===== config.mk =====
export PLATFORM = sky130hd
export DESIGN_NAME = merkle_multiproof_sibling_indexer_unit
export DESIGN_NICKNAME = d
export VERILOG_FILES = /design/src/rtl/core/mmsi_pkg.sv /design/src/rtl/core/mmsi_node_ram.sv /design/src/rtl/core/merkle_multiproof_sibling_indexer_unit.sv
export SDC_FILE = /design/constraint.sdc
export NUM_CORES = 1
export LEC_CHECK = 0
export ABC_AREA = 1
export BUFFER_PORTS_ARGS = -buffer_cell sky130_fd_sc_hd__buf_2
export CAP_MARGIN = 25
export CORE_UTILIZATION = 33
export CTS_CLUSTER_DIAMETER = 150
export DETAILED_ROUTE_END_ITERATION = 7
export GPL_TIMING_DRIVEN = 0
export SLEW_MARGIN = 20
export SYNTH_ARGS = -nofsm -noshare
export SYNTH_HDL_FRONTEND = slang
export SYNTH_HIERARCHICAL = 1
export SYNTH_SLANG_ARGS = --single-unit

===== constraint.sdc =====
create_clock -name clk -period 4.2 [get_ports clk]
set_clock_uncertainty 0.15 [all_clocks]
set_input_delay 0.42 -clock clk [delete_from_list [all_inputs] [get_ports clk]]
set_output_delay 0.42 -clock clk [all_outputs]
set_load 0.01 [all_outputs]

===== src/rtl/core/mmsi_pkg.sv =====
// ----------------------------------------------------------------------------
// mmsi_pkg
// shared constants, codes and types of the multiproof sibling indexer
// ----------------------------------------------------------------------------
package mmsi_pkg;

  localparam int QUERY_W     = 16;
  localparam int NODE_W      = 17;
  localparam int LOG2_W      = 5;
  localparam int STATUS_W    = 3;
  localparam int MAX_QUERIES = 4;
  localparam int TREE_LEVELS = 16;
  localparam int FIFO_DEPTH  = MAX_QUERIES + 1;
  localparam int PTR_W       = $clog2(FIFO_DEPTH);
  localparam int CNT_W       = $clog2(FIFO_DEPTH + 1);
  localparam int MAX_RESULTS = 64;
  localparam int EMIT_W      = $clog2(MAX_RESULTS + 1);
  localparam int GUARD_STEP  = 65;
  localparam int GUARD_W     = $clog2(MAX_QUERIES * GUARD_STEP + 2);

  typedef logic [STATUS_W-1:0] status_t;

  // status codes; sibling doubles as "no error"
  localparam status_t STAT_SIBLING = 3'd0;
  localparam status_t STAT_NONE    = 3'd1;
  localparam status_t STAT_RANGE   = 3'd2;
  localparam status_t STAT_ORDER   = 3'd3;
  localparam status_t STAT_COUNT   = 3'd4;

  typedef enum logic [5:0] {
    S_IDLE  = 6'b000001,
    S_START = 6'b000010,
    S_LOAD  = 6'b000100,
    S_STEP  = 6'b001000,
    S_CMP   = 6'b010000,
    S_FIN   = 6'b100000
  } state_t;

  typedef struct packed {
    logic              en;
    logic [PTR_W-1:0]  addr;
    logic [NODE_W-1:0] data;
  } ram_wr_t;

  typedef struct packed {
    logic             en;
    logic [PTR_W-1:0] addr;
  } ram_rd_t;

  // ring pointer arithmetic modulo the fifo depth
  function automatic logic [PTR_W-1:0] ptr_add(input logic [PTR_W-1:0] base,
                                               input logic [CNT_W-1:0] offs);
    logic [PTR_W+CNT_W-1:0] sum;
    sum = (PTR_W+CNT_W)'(base) + (PTR_W+CNT_W)'(offs);
    if (sum >= (PTR_W+CNT_W)'(FIFO_DEPTH)) begin
      sum = sum - (PTR_W+CNT_W)'(FIFO_DEPTH);
    end
    return sum[PTR_W-1:0];
  endfunction

endpackage


===== src/rtl/core/mmsi_node_ram.sv =====
// ----------------------------------------------------------------------------
// mmsi_node_ram
// node ring storage, one write and one registered read port, write forwarding
// ----------------------------------------------------------------------------
module mmsi_node_ram (
  input  logic                        clk,
  input  mmsi_pkg::ram_wr_t           wr,
  input  mmsi_pkg::ram_rd_t           rd,
  output logic [mmsi_pkg::NODE_W-1:0] rd_data
);
  import mmsi_pkg::*;

  logic [NODE_W-1:0] mem [FIFO_DEPTH];

  always_ff @(posedge clk) begin
    if (wr.en) begin
      mem[wr.addr] <= wr.data;
    end
  end

  always_ff @(posedge clk) begin
    if (rd.en) begin
      if (wr.en && (wr.addr == rd.addr)) begin
        rd_data <= wr.data;
      end else begin
        rd_data <= mem[rd.addr];
      end
    end
  end

endmodule


===== src/rtl/core/merkle_multiproof_sibling_indexer_unit.sv =====
// ----------------------------------------------------------------------------
// merkle_multiproof_sibling_indexer_unit
// queries load one per cycle while idle; a batch with an error goes to S_FIN
// after the last query; else the walk runs S_START and S_LOAD, then S_STEP and S_CMP
// per step (a merge goes back via S_LOAD), waiting in S_CMP on a stalled result
// S_FIN registers the final result once the result register is free
// rst_n is synchronous: clears control state, the node ring is not cleared
// ----------------------------------------------------------------------------
module merkle_multiproof_sibling_indexer_unit (
  input  logic        clk,
  input  logic        rst_n,
  // input items
  input  logic        in_tvalid,
  output logic        in_tready,
  input  logic [15:0] in_tdata,   // [15:0] query_index
  input  logic        in_tlast,   // last_query
  // result items
  output logic        out_tvalid,
  input  logic        out_tready,
  output logic [23:0] out_tdata,  // [16:0] sibling_node, [23:17] zero
  output logic        out_tlast,  // final_result
  output logic [2:0]  out_tuser,  // [2:0] status
  // configuration
  input  logic        cfg_psel,
  input  logic        cfg_penable,
  input  logic        cfg_pwrite,
  input  logic [2:0]  cfg_paddr,
  input  logic [31:0] cfg_pwdata,
  output logic [31:0] cfg_prdata,
  output logic        cfg_pready
);
  import mmsi_pkg::*;

  state_t              state_r, state_nxt;
  logic [LOG2_W-1:0]   lg_r;
  logic [CNT_W-1:0]    cnt_r, cnt_nxt;
  logic [PTR_W-1:0]    head_r, head_nxt;
  logic [QUERY_W-1:0]  prev_r, prev_nxt;
  logic                prev_valid_r, prev_valid_nxt;
  status_t             err_r, err_nxt;
  logic [NODE_W-1:0]   node_r, node_nxt;
  logic [NODE_W-1:0]   sib_r, sib_nxt;
  logic [GUARD_W-1:0]  guard_r, guard_nxt;
  logic [EMIT_W-1:0]   emit_cnt_r, emit_cnt_nxt;
  logic                pend_valid_r, pend_valid_nxt;
  logic [NODE_W-1:0]   pend_node_r, pend_node_nxt;
  logic                out_valid_r, out_valid_nxt;
  logic [NODE_W-1:0]   out_node_r, out_node_nxt;
  logic                out_final_r, out_final_nxt;
  status_t             out_status_r, out_status_nxt;

  ram_wr_t             wr;
  ram_rd_t             rd;
  logic [NODE_W-1:0]   rd_data;

  logic                in_acc;
  logic                out_free;
  logic                cfg_wr;
  logic [LOG2_W-1:0]   lg_eff;
  logic [NODE_W-1:0]   leaves;
  logic [QUERY_W-1:0]  query;

  mmsi_node_ram u_ram (
    .clk     (clk),
    .wr      (wr),
    .rd      (rd),
    .rd_data (rd_data)
  );

  assign in_tready  = (state_r == S_IDLE);
  assign in_acc     = in_tvalid && in_tready;
  assign out_free   = !out_valid_r || out_tready;
  assign query      = in_tdata[QUERY_W-1:0];
  assign lg_eff     = (lg_r > LOG2_W'(TREE_LEVELS)) ? LOG2_W'(TREE_LEVELS) : lg_r;
  assign leaves     = NODE_W'(1) << lg_eff;

  assign out_tvalid = out_valid_r;
  assign out_tdata  = {{(24-NODE_W){1'b0}}, out_node_r};
  assign out_tlast  = out_final_r;
  assign out_tuser  = out_status_r;

  assign cfg_pready = 1'b1;
  assign cfg_wr     = cfg_psel && cfg_penable && cfg_pwrite && !cfg_paddr[2];
  assign cfg_prdata = cfg_paddr[2] ? 32'd0 : 32'(lg_r);

  always_comb begin
    state_nxt      = state_r;
    cnt_nxt        = cnt_r;
    head_nxt       = head_r;
    prev_nxt       = prev_r;
    prev_valid_nxt = prev_valid_r;
    err_nxt        = err_r;
    node_nxt       = node_r;
    sib_nxt        = sib_r;
    guard_nxt      = guard_r;
    emit_cnt_nxt   = emit_cnt_r;
    pend_valid_nxt = pend_valid_r;
    pend_node_nxt  = pend_node_r;
    out_valid_nxt  = out_valid_r && !out_tready;
    out_node_nxt   = out_node_r;
    out_final_nxt  = out_final_r;
    out_status_nxt = out_status_r;
    wr             = '0;
    rd             = '0;

    case (state_r)
      S_IDLE: begin
        if (in_acc) begin
          if (err_r == STAT_SIBLING) begin
            if ({1'b0, query} >= leaves) begin
              err_nxt = STAT_RANGE;
            end else if (prev_valid_r && (query <= prev_r)) begin
              err_nxt = STAT_ORDER;
            end else if (cnt_r >= CNT_W'(MAX_QUERIES)) begin
              err_nxt = STAT_COUNT;
            end else begin
              wr.en          = 1'b1;
              wr.addr        = cnt_r[PTR_W-1:0];
              wr.data        = {1'b0, query} + leaves;
              cnt_nxt        = cnt_r + CNT_W'(1);
              prev_nxt       = query;
              prev_valid_nxt = 1'b1;
            end
          end
          if (in_tlast) begin
            if ((err_nxt != STAT_SIBLING) || (cnt_nxt == '0)) begin
              state_nxt = S_FIN;
            end else begin
              head_nxt  = '0;
              guard_nxt = GUARD_W'(cnt_nxt) * GUARD_W'(GUARD_STEP) + GUARD_W'(1);
              state_nxt = S_START;
            end
          end
        end
      end
      S_START: begin
        rd.en     = 1'b1;
        rd.addr   = head_r;
        state_nxt = S_LOAD;
      end
      S_LOAD: begin
        node_nxt  = rd_data;
        state_nxt = S_STEP;
      end
      S_STEP: begin
        if ((node_r == NODE_W'(1)) || (node_r == '0) || (guard_r == '0)) begin
          state_nxt = S_FIN;
        end else begin
          guard_nxt = guard_r - GUARD_W'(1);
          // pop the head, push the parent at the tail
          head_nxt  = ptr_add(head_r, CNT_W'(1));
          wr.en     = 1'b1;
          wr.addr   = ptr_add(head_r, cnt_r);
          wr.data   = node_r >> 1;
          rd.en     = 1'b1;
          rd.addr   = head_nxt;
          sib_nxt   = node_r ^ NODE_W'(1);
          state_nxt = S_CMP;
        end
      end
      S_CMP: begin
        if (rd_data == sib_r) begin
          // sibling already on a path
          head_nxt = ptr_add(head_r, CNT_W'(1));
          cnt_nxt  = cnt_r - CNT_W'(1);
          if (cnt_nxt == '0) begin
            state_nxt = S_FIN;
          end else begin
            rd.en     = 1'b1;
            rd.addr   = head_nxt;
            state_nxt = S_LOAD;
          end
        end else if (emit_cnt_r < EMIT_W'(MAX_RESULTS)) begin
          if (!pend_valid_r || out_free) begin
            if (pend_valid_r) begin
              out_valid_nxt  = 1'b1;
              out_node_nxt   = pend_node_r;
              out_final_nxt  = 1'b0;
              out_status_nxt = STAT_SIBLING;
            end
            pend_valid_nxt = 1'b1;
            pend_node_nxt  = sib_r;
            emit_cnt_nxt   = emit_cnt_r + EMIT_W'(1);
            node_nxt       = rd_data;
            state_nxt      = S_STEP;
          end
        end else begin
          node_nxt  = rd_data;
          state_nxt = S_STEP;
        end
      end
      S_FIN: begin
        if (out_free) begin
          out_valid_nxt = 1'b1;
          out_final_nxt = 1'b1;
          if (err_r != STAT_SIBLING) begin
            out_node_nxt   = '0;
            out_status_nxt = err_r;
          end else if (pend_valid_r) begin
            out_node_nxt   = pend_node_r;
            out_status_nxt = STAT_SIBLING;
          end else begin
            out_node_nxt   = '0;
            out_status_nxt = STAT_NONE;
          end
          cnt_nxt        = '0;
          prev_valid_nxt = 1'b0;
          err_nxt        = STAT_SIBLING;
          pend_valid_nxt = 1'b0;
          emit_cnt_nxt   = '0;
          state_nxt      = S_IDLE;
        end
      end
      default: begin
        state_nxt = S_IDLE;
      end
    endcase
  end

  always_ff @(posedge clk) begin
    if (!rst_n) begin
      state_r      <= S_IDLE;
      lg_r         <= '0;
      cnt_r        <= '0;
      head_r       <= '0;
      prev_valid_r <= 1'b0;
      err_r        <= STAT_SIBLING;
      guard_r      <= '0;
      emit_cnt_r   <= '0;
      pend_valid_r <= 1'b0;
      out_valid_r  <= 1'b0;
    end else begin
      state_r      <= state_nxt;
      if (cfg_wr) begin
        lg_r <= cfg_pwdata[LOG2_W-1:0];
      end
      cnt_r        <= cnt_nxt;
      head_r       <= head_nxt;
      prev_valid_r <= prev_valid_nxt;
      err_r        <= err_nxt;
      guard_r      <= guard_nxt;
      emit_cnt_r   <= emit_cnt_nxt;
      pend_valid_r <= pend_valid_nxt;
      out_valid_r  <= out_valid_nxt;
    end
  end

  always_ff @(posedge clk) begin
    prev_r       <= prev_nxt;
    node_r       <= node_nxt;
    sib_r        <= sib_nxt;
    pend_node_r  <= pend_node_nxt;
    out_node_r   <= out_node_nxt;
    out_final_r  <= out_final_nxt;
    out_status_r <= out_status_nxt;
  end

endmodule


* After elaboration in Yosys (flattened, before gate mapping)
Memory sizes are Yosys's and may differ from the RTL's. A register that Yosys moved wholly into a read port is not among the register bits.
Index checks and enable logic that the tools add are counted.
** Storage, ports and cells
- Logic and storage cells :: 211
- Memories :: 1
- Input port bits :: 59
- Bits in registers :: 127
- Bits in writable memories :: 85
** Memories
- u_ram.mem :: words 5, bits a word 17, rd ports 1, clocked after memory_dff 1, wr ports 1, line mmsi_node_ram.sv:13 : logic [NODE_W-1:0] mem [FIFO_DEPTH];
** Cells by class
- Multipliers :: 1
- Order comparisons :: 7
- Reductions and logical operators :: 40
- Add/subtract/negate cells :: 10
- Shifts and indexed selects :: 1
- Equal/unequal tests :: 24
- Bitwise operators :: 6
- Multiplexer cells :: 104
** Operator list (count)
- $mux W17 :: 10
- $mux W21 :: 6
- $mux W3 :: 29
- $pmux W17 S2 :: 2
- $mux W6 :: 9
- $pmux W21 S2 :: 1
- $mux W9 :: 4
- $pmux W6 S6 :: 1
- $mux W7 :: 4
- $mux W1 :: 22
- $ne A2 B2 Y1 const B :: 11
- $pmux W3 S3 :: 2
- $pmux W9 S2 :: 1
- $reduce_and A6 Y1 :: 3
- $add A16 B17 Y17 :: 1
- $eq A17 B1 Y1 const B :: 1
- $eq A17 B17 Y1 :: 1
- $ge A16 B17 Y1 :: 1
- $logic_not A17 Y1 :: 1
- $shl A1 B5 Y17 const A :: 1
- $le A16 B16 Y1 :: 1
- $pmux W7 S2 :: 1
- $mux W4 :: 3
- $pmux W3 S2 :: 2
- 38 further kinds :: 75

* Depth between registers and ports, before layout
Gate-level depths: netlist of run 1.
- Depth after elaboration :: 14
- Gate-level depth with buffers :: 31

* Hierarchy
Netlist of run 1, hierarchy kept.
** By module, submodules not included
- merkle_multiproof_sibling_indexer_unit :: cells an instance 953, times used 1, area each 7968.9 um^2
- mmsi_node_ram :: cells an instance 349, times used 1, area each 4239.1 um^2

* Least setup slack after synthesis of run 1
OpenSTA, ideal clock, no wires.
- Kind :: register to register
- Start point :: register lg_r[4]
- End point :: memory u_ram.mem[3][0], enable pin
- Slack :: -0.335 ns
- Stages on the path, launching flop included :: 21
- Period minus slack after synthesis :: 4.535 ns
- Setup time :: 0.412 ns
- Arrival time :: 3.973 ns
- Data required time :: 3.638 ns
- Path through :: dfxtp_1 > buf_6 > nor2_1 > inv_1 > nor2_1 > inv_1 > ha_1 > buf_6 > nand2_1 > nand2_1 > nand2_1 > nand2_1 > a21oi_1 > nand3_1 > nor2_2 > nand2_1 > nor2_2 > nand4_1 > o21ai_0 > nand2_1 > nor3_1
** RTL lines
- start: declaration :: line merkle_multiproof_sibling_indexer_unit.sv:35 : logic [LOG2_W-1:0] lg_r;
- start signal: assignment :: line merkle_multiproof_sibling_indexer_unit.sv:235 : lg_r <= cfg_pwdata[LOG2_W-1:0];
- end: declaration :: line mmsi_node_ram.sv:13

==> results of run 1 <==
-- placed cells by master (no fill, tap or decap), types with 5 or more instances in the layout --
master / count
nor3_1: 11
nor2_1: 110
edfxtp_1: 190
or2_2: 23
nand2_2: 6
nand4_1: 12
conb_1: 35
inv_1: 150
o21ai_0: 38
clkbuf_16: 25
ha_1: 66
clkinv_2: 6
buf_2: 63
inv_2: 15
nor2_2: 14
nor2_4: 11
buf_12: 5
xor2_1: 19
buf_6: 9
o21bai_1: 5
nand3_1: 86
nor4_1: 8
o21ai_1: 6
buf_4: 55
dlygate4sd3_1: 15
xnor2_1: 10
dfxtp_1: 38
clkbuf_1: 15
nand3_2: 11
clkinv_1: 5
nand2_1: 285
a21oi_1: 63
-- metal layers --
metal,vias up,GRT usage,share of wire
met5,-,0,0
met4,0,0.06908,0.041
met3,55,0.02065,0.051
met2,238,0.2407,0.46
met1,4165,0.1930,0.45
li1,4596,-,-
-- cell type report --
type | instances | area share
sequential | 229 | 0.4411
timing repair buffer | 101 | 0.05070
tap | 468 | 0.03981
multi-input combinational | 876 | 0.3414
buffer | 61 | 0.02824
clock buffer | 30 | 0.04449
clock inverter | 14 | 0.01089
inverter | 169 | 0.04347
-- through the flow --
step	hold WS [ps]	TNS, ps	worst slack (ps)	total power [mW]	utilization
after floorplan	276.4	0	94.91	3.941	-
after global placement	286.4	-144290	-1279	4.291	0.3619
after global routing	15.35	-1185	-112.7	7.029	0.4027
after CTS	2.500	0	22.08	6.595	0.3953
after detailed placement	282.5	-84660	-786.1	4.354	0.3648
final	15.75	0	135.4	6.622	0.4027
-- worst min path at each step --
| stage | startpoint | to | slack [ps] | depth (start not counted) |
|---|---|---|---|---|
| 3_5_place_dp | node_r[11] | sib_r[11] | 280 | 0 |
| 4_1_cts | cfg_pwdata[2] | lg_r[2] | 2 | 3 |
| 5_1_grt | in_tdata[4] | prev_r[4] | 20 | 1 |
| 3_3_place_gp | sib_r[6] | pend_node_r[6] | 290 | 0 |
| 6_report | cfg_pwdata[2] | lg_r[2] | 20 | 3 |
| 2_1_floorplan | u_ram/rd_data[2] | node_r[2] | 280 | 0 |
-- critical path, cell delays in order, from the launching register on --
cell	delay, ps
dfxtp_1	350
buf_6	170
nor4_2	260
inv_1	130
nor2_2	130
inv_1	60
ha_1	280
buf_6	140
nand2_1	70
nand2_1	50
nand2_1	50
nand2_1	40
a21oi_1	160
nand3_1	140
nor2_4	180
buf_4	160
nand4_1	160
clkbuf_2	240
nand2_1	190
nand2_2	110
nor2_8	190
nand2_4	90
buf_6	170
nand3_2	80
nand2_1	50
-- sequential cells by signal (all words and copies together) (netlist names), 6 cells and up --
| signal | count |
|---|---|
| pend_node_r | 17 |
| state_r | 6 |
| u_ram/mem | 85 |
| guard_r | 9 |
| node_r | 17 |
| u_ram/rd_data | 17 |
| emit_cnt_r | 7 |
| out_node_r | 17 |
| sib_r | 17 |
| prev_r | 16 |
-- kinds of logic after synthesis --
kind of cell	synth area share
buffers and inverters	0.08619
AOI/OAI and AO/OA	0.06611
DFF	0.5313
muxes	0.0008200
other	0.0006152
and+or+nand+nor	0.2191
xor gates and xnor gates	0.02081
adders and majority gates	0.07502
-- repair_timing --
item,4_1_cts,5_1_grt
setup endpoints to repair,209,185
hold buffers,15,0
pin swaps,7,8
gates resized for setup,14,46
setup buffers,7,16
hold endpoints to repair,15,0
-- power by group through the flow --
stage          logic, mW  registers (mW)  clock network (mW)
4_1_cts             1.60            2.75                2.24
6_report            1.69            2.76                2.17
5_1_grt             1.92            2.78                2.33
2_1_floorplan       1.15            2.79                   0
3_5_place_dp        1.55            2.80                   0
3_3_place_gp        1.49            2.80                   0
==> impl_metrics.ini, run 1 <==
[layout]
final_cells = 1948
final-seq-area_um2 = 6487
n_antenna_cell = 0
nFillCells = 3520
areaGrowthSynthToFinish_pct = 20.49
multi_input_area_um2 = 5021
design_area_um2 = 14710
drive_above_1_share = 0.1899
final_nets = 1594

[sta]
slew_violations = 0
max_freq_ghz = 0.2460
fin_crit_ps = 4065
setup_viol = 0
period_share = 0.9678
worst_slew_pin_slew_ps = 870.8
hold_viol_final = 0
relSlewSlack = 0.4188

[synthesis]
syn_area_per_cell_um2 = 9.376
synth_seq_cells = 229
synth_edf_count = 190
ys_types = 52
synth-warning-count = 6
syn_inst = 1302
ys.flop_type = edfxtp_1
synth.cell_area_um2 = 12210
synth_area_leaders = edfxtp_1 (47%), nand2_1 (8.9%), ha_1 (7.2%)
synth-seq-area-share = 0.5313
yosysTopAreaCell = edfxtp_1
synthMostInstantiatedCell = nand2_1
synthArstFlopShare = 0
synth_common_cells = nand2_1 (288), edfxtp_1 (190), inv_1 (156)
synth_top_area_share = 0.4674

[critical_path]
r2r.worst_path.cells = 24
endpoint_kind = flip-flop
r2r-end = u_ram/rd_data[6]
path_max_fanout = 10
reg2reg_from = lg_r[4]
cp.required_ps = 4340
worstPathArrival_ps = 4200
startpoint = lg_r[4]
rrSetupSlack_ps = 140
cp-start-kind = flip-flop
cp-endpoint = u_ram/rd_data[6]
crit_type = reg2reg

[grt]
grt_remaining_overflow = 0
grt_pass1_wl_mm = 44.60
grt_pass1_vias = 8580
grt_max_degree = 27
grt_usage = 0.1473
antenna_found_initial = 0

[hold_path]
min_path_type = in2reg

[power]
seqPwrFrac = 0.416
power_switching_share = 0.3111
internal_power_mw = 4.562
p_per_area_nw_per_um2 = 450.2
max-vdd-ir-drop_v = 0.0002731
p_leak_nw = 6.157
netSwitchingPower_mw = 2.060
power_frac_clock = 0.328
comb_power_share = 0.255

[placement]
place_congestion = 0.8825
port_buffers = 57
placed_area_um2 = 13320
place_inst = 1866
hpwl_mm = 20.95

[floorplanning]
ios = 122
dieArea_um2 = 37770
core-area_um2 = 36520
start_util = 0.3343
fp-row-count = 70
dieHeight_um = 194.3
fp.dieW_um = 194.3

[routing]
vias = 9054
avgRoutedWirePerCell_um = 14.25
drtIter0Drc = 493
wirelength_mm = 27.76
drc = 0
drt_pre_antenna_iters = 5
final_antenna_net_count = 0
vias_per_cell = 4.648

[clock_tree]
clk_pin_slew_ps = 60
cts_num_sinks = 229
numCtsBuffers = 25
clockRootBuffer = clkbuf_16
cts_tree = built
clk-insertion-delay-late_ps = 540
cts_buffer_depth = 3
h-tree-depth = 1

[outcome]
outcome = complete, no violations

[run]
drv_cap = 0
Note: power is estimated with default switching activity, not from simulation.
==> inputs of run 2 (changes only) <==
--- a/config.mk
+++ b/config.mk
@@ -8,10 +8,14 @@
 export ABC_AREA = 1
 export BUFFER_PORTS_ARGS = -buffer_cell sky130_fd_sc_hd__buf_2
 export CAP_MARGIN = 25
+export CELL_PAD_IN_SITES_DETAIL_PLACEMENT = 0
+export CELL_PAD_IN_SITES_GLOBAL_PLACEMENT = 1
 export CORE_UTILIZATION = 33
 export CTS_CLUSTER_DIAMETER = 150
 export DETAILED_ROUTE_END_ITERATION = 7
 export GPL_TIMING_DRIVEN = 0
+export PLACE_DENSITY_LB_ADDON = 0.1
+export SKIP_CTS_REPAIR_TIMING = 1
 export SLEW_MARGIN = 20
 export SYNTH_ARGS = -nofsm -noshare
 export SYNTH_HDL_FRONTEND = slang
==> run 2 against run 1 <==
Net effect: the run now ends with hold timing left; combinational power increased by 15%; clock-buffer cell count increased by 4; hold slack got worse by 20 ps; sequential power about the same.
==> impl_metrics.ini, run 2 (synthesis gave the netlist of run 1 again) <==
[sta]
hold_viol_final = 1
period_share = 0.9831
hold-worst-slack_ps = -3.986
fin_crit_ps = 4129
worst_slew_pin_slew_ps = 846.1
slew_violations = 0
relSlewSlack = 0.4300
rsz0062_at_grt = true
setup_viol = 0
worst_slack_ps = 70.79
max_freq_ghz = 0.2422

[layout]
regMostFlops = u_ram/mem
design_area_um2 = 15270
areaGrowthSynthToFinish_pct = 25.09
n_antenna_cell = 0
largest_reg_flops = 85
drive_above_1_share = 0.2243
layout_commonest_cell = nand2_1
final_nets = 1616
layout_common_cells = nand2_1 (269), edfxtp_1 (190), inv_1 (152), nor2_1 (105), nand3_1 (81)

[routing]
final_antenna_net_count = 0
vias_per_cell = 4.508
wirelength_mm = 31.53
drt_pre_antenna_iters = 5
avgRoutedWirePerCell_um = 15.96
highest_layer = met4
met3_length_mm = 1.227
drt-met1-wl_mm = 16.22
drtIter0Drc = 394
drc = 0
vias = 8904
route.met2.wl_mm = 13.53

[floorplanning]
core-area_um2 = 36520
fp-row-count = 70
dieArea_um2 = 37770
dieHeight_um = 194.3
start_util = 0.3343
fp.dieW_um = 194.3
ios = 122

[critical_path]
crit_type = reg2reg
cp.required_ps = 4360
worstPathArrival_ps = 4290
endpoint_kind = flip-flop
path_max_fanout = 7
cp-start-kind = flip-flop

[placement]
port_buffers = 57
placed_area_um2 = 13340
dp_slack_ps = -1547
place_congestion = 0.8036
hpwl_mm = 23.26

[clock_tree]
clk-insertion-delay-late_ps = 560
clk_pin_slew_ps = 60
cts_num_sinks = 229
cts_buffer_depth = 3
cts_tree = built
h-tree-depth = 1
clockRootBuffer = clkbuf_16
numCtsBuffers = 28

[grt]
grt_pass1_wl_mm = 48.53
grt_remaining_overflow = 0
grt_usage = 0.1648
antenna_found_initial = 0
grt_pass1_vias = 8413
grt_max_degree = 27

[outcome]
violations = hold timing
outcome = finished with violations

[power]
max-vdd-ir-drop_v = 0.0002893
p_per_area_nw_per_um2 = 470.6
p_leak_nw = 6.369
totalPowerFinal_mw = 7.187

[run]
drv_cap = 0

[hold_path]
min_path_type = in2reg
[run 2: worst max-delay path: stages, from the launching register on]
cell and delay, ps:
dfxtp_4 360, buf_8 130, nor2_4 160, clkinvlp_4 200
buf_12 190, nor2_4 120, inv_2 60, ha_4 210
buf_6 130, nand2_2 50, nand2_2 50, nand2_1 50
nand2_1 60, a21oi_2 220, nand3_2 110, nor2_4 210
nand2_2 100, nor2_4 210, nand4_1 180, o21ai_4 140
inv_2 60, nand2_2 60, nand2_2 60, nor2_4 190
nand2_4 120, clkbuf_16 190, nand3_2 80, nand2_2 50
[run 2: final timing paths]
| kind | start | endpoint | slack (ps) | depth (start not counted) |
|---|---|---|---|---|
| max | lg_r[4] | u_ram/rd_data[6] | 70 | 27 |
| min | cfg_pwdata[3] | lg_r[3] | -4 | 3 |
| max reg2reg | lg_r[4] | u_ram/rd_data[6] | 70 | 27 |
| min reg2reg | node_r[11] | sib_r[11] | 300 | 0 |
[run 2: where the power goes]
group	leakage, nW	internal [mW]	switching (mW)
clock	0.450	1.51	0.974
combinational	3.85	0.731	1.21
sequential	2.07	2.66	0.103
[run 2: layer usage]
| metal | GRT usage | vias up |
|---|---|---|
| met4 | 0.03674 | 0 |
| met3 | 0.02447 | 38 |
| met5 | 0 | - |
| met1 | 0.2440 | 4088 |
| li1 | - | 4638 |
| met2 | 0.2526 | 140 |
[run 2: area by class of cell]
class / instances / area, µm²
buffer: 61 / 439.2
clock buffer: 34 / 744.5
sequential: 229 / 6490
tap: 468 / 585.6
inverter: 169 / 643.1
fill: 3609 / 21250
timing repair buffer: 119 / 918.4
clock inverter: 18 / 210.2
multi-input combinational: 877 / 5240
[run 2: stage by stage]
step / setup TNS, ps / util / instances / hold WS (ps)
global placement: -275180 / 0.3619 / 1860 / 284.1
floorplan: 0 / - / 1335 / 276.4
CTS: -193830 / 0.3913 / 1918 / -89.85
global route: -6764 / 0.4181 / 1975 / 6.082
detailed placement: -187570 / 0.3651 / 1866 / 283.9
finish: 0 / 0.4181 / 1975 / -3.986
==> inputs of run 3 (changes only) <==
--- a/config.mk
+++ b/config.mk
@@ -14,7 +14,7 @@
 export CTS_CLUSTER_DIAMETER = 150
 export DETAILED_ROUTE_END_ITERATION = 7
 export GPL_TIMING_DRIVEN = 0
-export PLACE_DENSITY_LB_ADDON = 0.1
+export PLACE_DENSITY_LB_ADDON = 0.12
 export SKIP_CTS_REPAIR_TIMING = 1
 export SLEW_MARGIN = 20
 export SYNTH_ARGS = -nofsm -noshare
==> run 3 against run 2 <==
Net effect: the flow finishes with violations (DRC); hold slack better by 16 ps; critical endpoint is now u_ram/mem[0][3]; cell area decreased by 1.8%; via count down 0.55%; combinational power shrank 7%; largest power group unchanged.
==> impl_metrics.ini, run 3 (synthesis gave the netlist of run 1 again) <==
[critical_path]
r2r-end = u_ram/mem[0][3]
startpoint = lg_r[4]
rrSetupSlack_ps = 180
worstPathArrival_ps = 4120
r2r.worst_path.cells = 21
crit_type = reg2reg
cp.required_ps = 4290
cp-endpoint = u_ram/mem[0][3]
endpoint_kind = flip-flop
cp-start-kind = flip-flop
path_max_fanout = 13
reg2reg_from = lg_r[4]

[routing]
vias_per_cell = 4.504
drtIter0Drc = 327
vias = 8855
drt_pre_antenna_iters = 7
wirelength_mm = 30.74
drc = 2
final_antenna_net_count = 0
avgRoutedWirePerCell_um = 15.63

[power]
p_leak_nw = 6.240
p_per_area_nw_per_um2 = 448.3
max-vdd-ir-drop_v = 0.0003279
totalPowerFinal_mw = 6.722

[run]
drv_cap = 0

[grt]
grt_remaining_overflow = 0
grt_usage = 0.1605
antenna_found_initial = 0
grt_max_degree = 27
grt_pass1_vias = 8324
grt_pass1_wl_mm = 47.23

[layout]
drive_above_1_share = 0.2123
final-seq-area_um2 = 6499
layout_common_cells = nand2_1 (284), edfxtp_1 (190), inv_1 (145), nor2_1 (107), nand3_1 (85)
nFillCells = 3649
multi_input_area_um2 = 5197
regMostFlops = u_ram/mem
final_cells = 1966
largest_reg_flops = 85
design_area_um2 = 14990
areaGrowthSynthToFinish_pct = 22.80
layout_commonest_cell = nand2_1
final_nets = 1609
n_antenna_cell = 0

[sta]
hold_viol_final = 0
slew_violations = 0
setup_viol = 0
worst_slack_ps = 175.4
hold-worst-slack_ps = 12.12
relSlewSlack = 0.4316
worst_slew_pin_slew_ps = 843.7
max_freq_ghz = 0.2485
period_share = 0.9582
fin_crit_ps = 4025

[placement]
place_congestion = 0.7876
hpwl_mm = 22.58
place_inst = 1867
port_buffers = 57
placed_area_um2 = 13340
dp_slack_ps = -1593

[clock_tree]
numCtsBuffers = 27
clk_pin_slew_ps = 50
clockRootBuffer = clkbuf_16
h-tree-depth = 1
cts_tree = built
cts_num_sinks = 229
cts_buffer_depth = 3
clk-insertion-delay-late_ps = 550

[floorplanning]
core-area_um2 = 36520
dieArea_um2 = 37770
start_util = 0.3343
fp-row-count = 70
ios = 122
dieHeight_um = 194.3
fp.dieW_um = 194.3

[outcome]
outcome = finished with violations
violations = DRC

[hold_path]
min_path_type = in2reg
==> run 3: worst max-delay path: stages, from the launching register on <==
cell and delay [ps]:
dfxtp_4 350, buf_12 150, nor2_4 140, clkinvlp_4 160, buf_6 170, nor2_4 120
inv_1 90, ha_4 230, nand2_1 80, inv_1 40, nand2_1 60, nand2_1 60
a21oi_2 190, nand3_2 110, nor2_4 200, buf_4 150, nand4_1 200, buf_6 230
nand2_1 160, nand2_1 210, nor2_4 240, buf_6 220
==> run 3: worst min path at each step <==
stage                     endpoint  cells after the start        startpoint
finish                     lg_r[1]                      3     cfg_pwdata[1]
global route            prev_r[12]                      1      in_tdata[12]
CTS                      prev_r[0]                      1       in_tdata[0]
detailed placement       sib_r[11]                      0        node_r[11]
global placement    pend_node_r[6]                      0          sib_r[6]
floorplan                node_r[2]                      0  u_ram/rd_data[2]
==> run 3: report_power, final <==
part           internal [mW]  switching [mW]
combinational          0.663            1.14
sequential              2.66           0.100
clock                   1.26           0.904
total                   4.58            2.14
==> run 3: per-layer routing <==
layer | GRT usage | vias to the layer above | routed length, µm
li1 | - | 4637 | -
met1 | 0.2389 | 4038 | 15770
met2 | 0.2455 | 147 | 13220
met3 | 0.01978 | 33 | 1156
met4 | 0.04056 | 0 | 589
met5 | 0 | - | 0
==> run 3: final cells by class <==
cell class,instances,share of cell area
clock buffer,37,0.04824
buffer,61,0.02896
inverter,169,0.04306
sequential,229,0.4335
timing repair buffer,113,0.05441
multi-input combinational,877,0.3467
clock inverter,12,0.006092
tap,468,0.03906
==> run 3: stage by stage <==
stage | utilization | TNS, ps
detailed placement | 0.3653 | -171710
CTS | 0.3876 | -175290
floorplan | - | 0
global placement | 0.3619 | -260080
finish | 0.4105 | 0
global route | 0.4105 | -944.4
